$ cat src/hw/rtl/log_record_framer_crc32_defines.svh
// assertion macros used by the log record framer top level
// no dependencies; expects clk and rst in the including scope
`ifndef LOG_RECORD_FRAMER_CRC32_DEFINES_SVH
`define LOG_RECORD_FRAMER_CRC32_DEFINES_SVH

// same-cycle implication, checked outside reset
`define LRF_ASSERT_NOW(label, ante, cons, msg) \
  label: assert property (@(posedge clk) disable iff (rst) (ante) |-> (cons)) \
    else $error(msg);

// next-cycle implication, checked outside reset
`define LRF_ASSERT_NEXT(label, ante, cons, msg) \
  label: assert property (@(posedge clk) disable iff (rst) (ante) |=> (cons)) \
    else $error(msg);

`endif

$ cat src/hw/rtl/lrf_pkg.sv
// types, constants and the crc-32 byte step for the log record framer
// no dependencies
package lrf_pkg;

  localparam int HEADER_BYTES = 25;
  localparam int CRC_BYTES    = 4;
  localparam int TOTAL_BYTES  = CRC_BYTES + HEADER_BYTES;
  localparam int HDR_BITS     = HEADER_BYTES * 8;
  localparam int SREG_BITS    = TOTAL_BYTES * 8;
  localparam int LEN_W        = 33;

  localparam logic [31:0] CRC_POLY  = 32'hEDB88320;
  localparam logic [31:0] CRC_INIT  = 32'hFFFFFFFF;
  localparam logic [31:0] CRC_XOROUT = 32'hFFFFFFFF;
  localparam logic [7:0]  TOMBSTONE = 8'hFF;

  localparam logic CMD_BEGIN   = 1'b0;
  localparam logic CMD_PAYLOAD = 1'b1;

  typedef enum logic [1:0] {
    FR_READY,
    FR_CRC,
    FR_PUSH
  } front_state_t;

  // one queued unit of work for the back end
  typedef struct packed {
    logic                is_hdr;
    logic [31:0]         crc;
    logic [HDR_BITS-1:0] hdr;
    logic [7:0]          pbyte;
    logic                end_flag;  // payload: record end; header: empty record
    logic                ovr;
  } lrf_entry_t;

  typedef struct packed {
    logic full;
    logic empty;
  } lrf_qstat_t;

  // reflected crc-32, one byte, lsb first
  function automatic logic [31:0] crc_byte(input logic [31:0] crc_in,
                                           input logic [7:0]  data);
    logic [31:0] c;
    c = crc_in ^ {24'h000000, data};
    for (int k = 0; k < 8; k++) begin
      c = c[0] ? ((c >> 1) ^ CRC_POLY) : (c >> 1);
    end
    return c;
  endfunction

endpackage

$ cat src/hw/rtl/lrf_front.sv
// front end: accepts items, tracks the payload countdown, builds headers
// and their crc one byte per cycle; depends on lrf_pkg
module lrf_front
  import lrf_pkg::*;
(
  input  logic         clk,
  input  logic         rst,
  input  logic         s_axis_tvalid,
  output logic         s_axis_tready,
  input  logic [135:0] s_axis_tdata,
  input  logic [0:0]   s_axis_tuser,
  input  lrf_qstat_t   qstat,
  output logic         push,
  output lrf_entry_t   push_entry
);

  front_state_t        state;
  front_state_t        state_next;
  logic [LEN_W-1:0]    remaining;
  logic [31:0]         crc;
  logic [HDR_BITS-1:0] hdr;
  logic [4:0]          cnt;
  logic                empty;
  logic                accept;
  logic [LEN_W-1:0]    len_sum;

  assign accept  = s_axis_tvalid && s_axis_tready;
  assign len_sum = {1'b0, s_axis_tdata[95:64]} + {1'b0, s_axis_tdata[127:96]};

  always_comb begin
    state_next = state;
    case (state)
      FR_READY: begin
        if (accept && s_axis_tuser[0] == CMD_BEGIN) state_next = FR_CRC;
      end
      FR_CRC: begin
        if (cnt == 5'(HEADER_BYTES - 1)) state_next = FR_PUSH;
      end
      FR_PUSH: begin
        if (!qstat.full) state_next = FR_READY;
      end
      default: state_next = FR_READY;
    endcase
  end

  always_comb begin
    s_axis_tready = 1'b0;
    push          = 1'b0;
    push_entry    = '0;
    case (state)
      FR_READY: begin
        s_axis_tready = !qstat.full;
        if (accept && s_axis_tuser[0] == CMD_PAYLOAD) begin
          push                = 1'b1;
          push_entry.pbyte    = s_axis_tdata[135:128];
          push_entry.ovr      = (remaining == '0);
          push_entry.end_flag = (remaining == LEN_W'(1));
        end
      end
      FR_PUSH: begin
        push                = !qstat.full;
        push_entry.is_hdr   = 1'b1;
        push_entry.crc      = crc ^ CRC_XOROUT;
        push_entry.hdr      = hdr;
        push_entry.end_flag = empty;
      end
      default: ;
    endcase
  end

  always_ff @(posedge clk) begin
    if (rst) begin
      state     <= FR_READY;
      remaining <= '0;
    end else begin
      state <= state_next;
      if (accept) begin
        if (s_axis_tuser[0] == CMD_BEGIN) begin
          remaining <= len_sum;
        end else if (remaining != '0) begin
          remaining <= remaining - LEN_W'(1);
        end
      end
    end
  end

  // header shifter rotates a full turn while the crc runs
  always_ff @(posedge clk) begin
    if (state == FR_READY && accept && s_axis_tuser[0] == CMD_BEGIN) begin
      hdr   <= {s_axis_tdata[63:0], TOMBSTONE, 32'h0, s_axis_tdata[95:64],
                32'h0, s_axis_tdata[127:96]};
      crc   <= CRC_INIT;
      cnt   <= '0;
      empty <= (len_sum == '0);
    end else if (state == FR_CRC) begin
      crc <= crc_byte(crc, hdr[HDR_BITS-1 -: 8]);
      hdr <= {hdr[HDR_BITS-9:0], hdr[HDR_BITS-1 -: 8]};
      cnt <= cnt + 5'd1;
    end
  end

endmodule

$ cat src/hw/rtl/lrf_queue.sv
// small register fifo between front and back ends
// depends on lrf_pkg
module lrf_queue
  import lrf_pkg::*;
#(
  parameter int DEPTH = 4
) (
  input  logic       clk,
  input  logic       rst,
  input  logic       push,
  input  lrf_entry_t push_entry,
  input  logic       pop,
  output lrf_entry_t head,
  output lrf_qstat_t qstat
);

  localparam int PTR_W = (DEPTH > 1) ? $clog2(DEPTH) : 1;
  localparam int CNT_W = $clog2(DEPTH + 1);

  lrf_entry_t       slots [DEPTH];
  logic [PTR_W-1:0] wr_ptr;
  logic [PTR_W-1:0] rd_ptr;
  logic [CNT_W-1:0] count;

  assign qstat.full  = (count == CNT_W'(DEPTH));
  assign qstat.empty = (count == '0);
  assign head        = slots[rd_ptr];

  always_ff @(posedge clk) begin
    if (rst) begin
      wr_ptr <= '0;
      rd_ptr <= '0;
      count  <= '0;
    end else begin
      if (push) begin
        wr_ptr <= (wr_ptr == PTR_W'(DEPTH - 1)) ? '0 : wr_ptr + PTR_W'(1);
      end
      if (pop) begin
        rd_ptr <= (rd_ptr == PTR_W'(DEPTH - 1)) ? '0 : rd_ptr + PTR_W'(1);
      end
      if (push && !pop) begin
        count <= count + CNT_W'(1);
      end else if (pop && !push) begin
        count <= count - CNT_W'(1);
      end
    end
  end

  always_ff @(posedge clk) begin
    if (push) begin
      slots[wr_ptr] <= push_entry;
    end
  end

endmodule

$ cat src/hw/rtl/lrf_back.sv
// back end: turns queued work into the output byte stream, one byte a cycle
// while the output is ready; depends on lrf_pkg
module lrf_back
  import lrf_pkg::*;
(
  input  logic         clk,
  input  logic         rst,
  input  lrf_entry_t   head,
  input  lrf_qstat_t   qstat,
  output logic         pop,
  output logic         m_axis_tvalid,
  input  logic         m_axis_tready,
  output logic [7:0]   m_axis_tdata,
  output logic         m_axis_tlast,
  output logic [1:0]   m_axis_tuser
);

  logic                 busy;
  logic [SREG_BITS-1:0] sreg;
  logic [4:0]           cnt;
  logic                 hdr_empty;
  logic                 can_load;
  logic                 hdr_last;

  assign can_load = !m_axis_tvalid || m_axis_tready;
  assign pop      = can_load && !busy && !qstat.empty;
  assign hdr_last = (cnt == 5'(TOTAL_BYTES - 1));

  always_ff @(posedge clk) begin
    if (rst) begin
      busy          <= 1'b0;
      m_axis_tvalid <= 1'b0;
    end else if (can_load) begin
      if (busy) begin
        m_axis_tvalid <= 1'b1;
        if (hdr_last) busy <= 1'b0;
      end else if (!qstat.empty) begin
        m_axis_tvalid <= 1'b1;
        busy          <= head.is_hdr;
      end else begin
        m_axis_tvalid <= 1'b0;
      end
    end
  end

  always_ff @(posedge clk) begin
    if (can_load) begin
      if (busy) begin
        m_axis_tdata <= sreg[SREG_BITS-1 -: 8];
        m_axis_tlast <= hdr_last;
        m_axis_tuser <= {1'b0, hdr_last && hdr_empty};
        sreg         <= {sreg[SREG_BITS-9:0], 8'h00};
        cnt          <= cnt + 5'd1;
      end else if (head.is_hdr) begin
        m_axis_tdata <= head.crc[31:24];
        m_axis_tlast <= 1'b0;
        m_axis_tuser <= 2'b00;
        sreg         <= {head.crc[23:0], head.hdr, 8'h00};
        cnt          <= 5'd1;
        hdr_empty    <= head.end_flag;
      end else begin
        m_axis_tdata <= head.pbyte;
        m_axis_tlast <= 1'b1;
        m_axis_tuser <= {head.ovr, head.end_flag};
      end
    end
  end

endmodule

$ cat src/hw/rtl/log_record_framer_crc32.sv
// log record framer: begin items become a crc-protected 29-byte record head,
// payload items pass through with end-of-record and overrun flags.
// A payload transfer becomes one byte out. A begin transfer holds the input
// side while the front end runs the crc-32 over the 25 header bytes at one
// byte per cycle, then the back end sends its 29 bytes at one per cycle
// while the output is ready; the next header's crc runs while the current
// record streams out, so back-to-back records keep the output busy.
// Payload bytes behind a header are queued, up to the queue depth, while the header is sent.
// depends on lrf_pkg, lrf_front, lrf_queue, lrf_back and the defines header
`include "log_record_framer_crc32_defines.svh"

module log_record_framer_crc32
  import lrf_pkg::*;
#(
  parameter int QUEUE_DEPTH = 4
) (
  input  logic         clk,
  input  logic         rst,
  input  logic         s_axis_tvalid,
  output logic         s_axis_tready,
  // [63:0] stamp_seconds, [95:64] key_length, [127:96] value_length,
  // [135:128] payload_byte
  input  logic [135:0] s_axis_tdata,
  // [0] cmd
  input  logic [0:0]   s_axis_tuser,
  output logic         m_axis_tvalid,
  input  logic         m_axis_tready,
  // [7:0] out_byte
  output logic [7:0]   m_axis_tdata,
  output logic         m_axis_tlast,   // run_last
  // [0] record_end, [1] overrun
  output logic [1:0]   m_axis_tuser
);

  lrf_qstat_t qstat;
  lrf_entry_t push_entry;
  lrf_entry_t head;
  logic       push;
  logic       pop;

  // front end: countdown, header build, crc
  lrf_front u_front (
    .clk           (clk),
    .rst           (rst),
    .s_axis_tvalid (s_axis_tvalid),
    .s_axis_tready (s_axis_tready),
    .s_axis_tdata  (s_axis_tdata),
    .s_axis_tuser  (s_axis_tuser),
    .qstat         (qstat),
    .push          (push),
    .push_entry    (push_entry)
  );

  // decouples the crc engine from output back-pressure
  lrf_queue #(
    .DEPTH (QUEUE_DEPTH)
  ) u_queue (
    .clk        (clk),
    .rst        (rst),
    .push       (push),
    .push_entry (push_entry),
    .pop        (pop),
    .head       (head),
    .qstat      (qstat)
  );

  // back end: byte serializer with registered output
  lrf_back u_back (
    .clk           (clk),
    .rst           (rst),
    .head          (head),
    .qstat         (qstat),
    .pop           (pop),
    .m_axis_tvalid (m_axis_tvalid),
    .m_axis_tready (m_axis_tready),
    .m_axis_tdata  (m_axis_tdata),
    .m_axis_tlast  (m_axis_tlast),
    .m_axis_tuser  (m_axis_tuser)
  );

  // queue must never take an entry while full
  `LRF_ASSERT_NOW(a_no_push_full, push, !qstat.full, "push into full queue")
  // record end and overrun are exclusive and only on a run's last byte
  `LRF_ASSERT_NOW(a_flags_last, m_axis_tvalid && (m_axis_tuser != 2'b00),
    m_axis_tlast && (m_axis_tuser != 2'b11), "bad record_end/overrun flags")
  // a begin transfer holds off input while its crc runs
  `LRF_ASSERT_NEXT(a_begin_stalls,
    s_axis_tvalid && s_axis_tready && (s_axis_tuser[0] == CMD_BEGIN),
    !s_axis_tready, "input taken during header crc")

endmodule
$ cat config.mk
export PLATFORM = sky130hd
export DESIGN_NAME = log_record_framer_crc32
export DESIGN_NICKNAME = d
export VERILOG_FILES = /design/src/hw/rtl/lrf_pkg.sv /design/src/hw/rtl/lrf_front.sv /design/src/hw/rtl/lrf_queue.sv /design/src/hw/rtl/lrf_back.sv /design/src/hw/rtl/log_record_framer_crc32.sv
export VERILOG_INCLUDE_DIRS = /design/src /design/src/hw/rtl
export SDC_FILE = /design/constraint.sdc
export NUM_CORES = 2
export LEC_CHECK = 0
export CORE_MARGIN = 5
export CORE_UTILIZATION = 40
export CTS_CLUSTER_DIAMETER = 60
export DETAILED_ROUTE_END_ITERATION = 6
export DONT_BUFFER_PORTS = 1
export PLACE_DENSITY = 0.62
export SLEW_MARGIN = 40
export SYNTH_ARGS = -nofsm -noshare
export SYNTH_HDL_FRONTEND = slang
export SYNTH_SLANG_ARGS = --single-unit
$ cat constraint.sdc
create_clock -name clk -period 16.2 [get_ports clk]
set_input_delay 4.86 -clock clk [delete_from_list [all_inputs] [get_ports clk]]
set_output_delay 4.86 -clock clk [all_outputs]
set_load 0.02 [all_outputs]
==> flow_summary.yaml <==
routing:
  totalWireLength_mm: 140
  vias: 30773
  antenna_left: 0
  viasPerCell: 5.45
  drt_iter0_drc: 2597
  post-route-drc-count: 0
  firstDrtPassIters: 5
  wire_per_inst_um: 24.8
setup_path:
  crit_buf_inv: 4
  cpLargestDelayFamily: "buffers and inverters"
  start_kind: "primary input"
  end_kind: "flop"
  crit_required_ps: 16590
  crit_slowest_cell: "buf_4"
  crit_chain: "nand2_1, nor2_1, nor2_1, nor2_1, and2_4, buf_12, buf_12, buf_16, buf_4"
  r2r-start: "u_queue.count[0]"
  crit_type: "primary input to flop"
  cpPeakStageDelay_ps: 710
  worstPathArrival_ps: 8540
  crit_cells: 9
  reg2reg_to: "u_queue.slots[3][77]"
  crit_path_max_fanout: 74
  rrSetupSlack_ps: 10950
  crit_top_cell: "nor2_1"
  r2r_cells: 11
grt:
  overflow: 0
  grt_pass1_vias: 30966
  grt_usage_pct: 17.6
  grt_pass1_wl_mm: 207
  grt_max_degree: 125
  antenna_found_initial: 34
logic_synthesis:
  synth.distinct_cells: 68
  synth_flop_cell: "edfxtp_1"
  syn_area_um2: 60300
  synth.area.top_cells: "edfxtp_1 67%, mux4_2 9.1%, dfxtp_1 5.1%"
  syn_nets: 3664
  ys_ff_latch: 1497
  synth_edf_count: 1342
  synth.largest_area_cell: "edfxtp_1"
  ys_warn_count: 0
  syn_area_per_cell_um2: 17.3
  yosysTopAreaCellShare_pct: 66.8
  netlist_instances: 3477
  postSynth.asyncResetShare_pct: 0
  synth-seq-area-share_pct: 72.0
timing:
  slew_headroom_pct: 44.6
  setup_tns_ps: 0
  fmax_mhz: 123
  hold_viol: 0
  setup_viol: 0
  tightest_slew_ps: 825
  min_period_over_period_pct: 50.3
  skew_ps: 23.6
  rsz0062_at_grt: "false"
  period_needed_ps: 8140
  drv_slew: 0
floorplan:
  io_pins: 154
  die_area_um2: 159000
  die_h_um: 398
  core_area_um2: 150000
  rows: 142
  initial_utilization_pct: 40.3
  die_w_um: 398
placement:
  place_hpwl_mm: 83.0
  place.gp.congestion: 0.802
  dp_cells: 5339
  port-buffer-count: 0
power_and_ir_drop:
  power_frac_comb_pct: 22.0
  finalPower_mw: 11.5
  ir_drop_v: 0.000241
  seq_power_share_pct: 47.6
  p_switching_mw: 3.21
  power.density_nw_per_um2: 169
  swShare_pct: 28.0
  leakagePower_nw: 22.6
  p_clk_share_pct: 30.4
  internal_power_mw: 8.26
clock_network:
  cts.clk_slew.worst_paths_ps: 60
  tritoncts: "done"
  h-tree-depth: 4
  cts_hold_buf: 0
  clock_latency_ps: 780
  cts_resized: 0
  cts_setup_buffers: 0
  clk_path_buf_depth: 3
  clock_sinks: 1497
  root_buffer: "clkbuf_16"
  cts_inserted_buffers: 152
cells_and_area:
  fillers: 12634
  stdcell_count: 5645
  fin_util_pct: 45.4
  seqCellArea_um2: 43400
  finish.net_count: 3669
  multiInputGateArea_um2: 16100
  final_common_cell: "edfxtp_1"
  layout-drive-gt1-share_pct: 20.7
  final_cell_mix: "1342 x edfxtp_1, 243 x mux4_2, 223 x nand2_1, 218 x and2_1, 217 x mux2_2"
  syn2layout_area_growth_pct: 12.7
min_path:
  min_to: "u_front.hdr[121]"
  hold_class: "flop to flop"
  min_path_cells: 2
  min_from: "u_front.hdr[113]"
flow_run:
  maxCapViolCount: 0
outcome:
  status: "finished, final reports clean"
## layout make-up
type,instances,area share [%]
sequential,1497,63.9
multi-input combinational,1752,23.7
clock buffer,199,6.05
tap,2016,3.71
clock inverter,80,1.27
timing repair buffer,51,1.13
inverter,28,0.173
antenna,22,0.0810
## power groups by stage
stage / sequential [mW] / combinational [mW] / clock, mW
detailed placement: 5.55 / 2.53 / 0
global route: 5.53 / 2.75 / 3.73
CTS: 5.48 / 2.55 / 3.56
finish: 5.47 / 2.52 / 3.49
floorplan: 5.49 / 1.93 / 0
global placement: 5.55 / 2.51 / 0
## worst min-delay path, delay by kind of cell (launching register included)
kind             cells  cell delay, ps
DFF                  1             330
and+or+nand+nor      2             100
## metrics by stage
stage	instance area [um^2]	setup slack, ps	hold slack, ps
2_1_floorplan	60300	953	425
3_3_place_gp	62500	7170	435
6_report	68000	8060	447
3_5_place_dp	62800	7170	437
4_1_cts	67800	8000	441
5_1_grt	67900	7750	469
## flip-flops by register name (all words and copies together) (netlist names), 2 cells and up, named ones only
name                 flops
u_front.remaining       33
u_queue.rd_ptr           2
u_front.state            2
u_back.cnt               5
u_back.sreg            224
u_front.cnt              5
u_queue.wr_ptr           2
u_back.m_axis_tdata      8
u_queue.slots          972
u_queue.count            3
u_front.hdr            200
u_back.m_axis_tuser      2
u_front.crc             32
## cells in the mapped netlist (all sizes together), types with 3 or more instances
library cell / instances
a211oi: 15
and2: 222
nor4: 16
a21oi: 80
or2: 3
xnor2: 66
nor3: 49
nand2: 224
o32ai: 4
a22o: 127
mux2i: 13
o31ai: 6
nand2b: 8
dfxtp: 155
nor2b: 14
o2111ai: 3
mux2: 217
a2bb2oi: 4
xor2: 41
a22oi: 16
o41ai: 3
inv: 27
ha: 44
nand3: 75
nor3b: 3
mux4: 243
nor2: 109
o211ai: 3
o21ai: 56
nand4: 11
a221oi: 7
or3: 9
o2bb2ai: 3
and3: 6
clkbuf: 157
a31oi: 7
o21bai: 4
edfxtp: 1342
buf: 43
a21o: 14
## metal layers
metal	track usage, %	part of all wire, %	up-vias
met4	5.46	2.3	26
met1	23.9	43	15941
met2	27.7	47	906
li1	-	-	13690
met3	5.04	7.5	210
met5	0	0.12	-
## cell families after synthesis
| family | count (synthesis) | synth area share, % |
|---|---|---|
| compound gates | 367 | 4.38 |
| mux | 473 | 13.3 |
| flops | 1497 | 72.0 |
| simple gates | 759 | 6.32 |
| xor+xnor | 107 | 1.55 |
| fa+ha+maj | 46 | 0.980 |
| buf+inv | 228 | 1.42 |
## worst max-delay path by stage
stage,endpoint,from
floorplan,u_back.cnt[0],m_axis_tready
global placement,u_queue.slots[3][77],s_axis_tvalid
detailed placement,u_queue.slots[3][77],s_axis_tvalid
CTS,u_queue.slots[3][77],s_axis_tvalid
global route,u_queue.slots[3][77],s_axis_tvalid
finish,u_queue.slots[3][77],s_axis_tvalid
(Power assumes the default switching activity.)
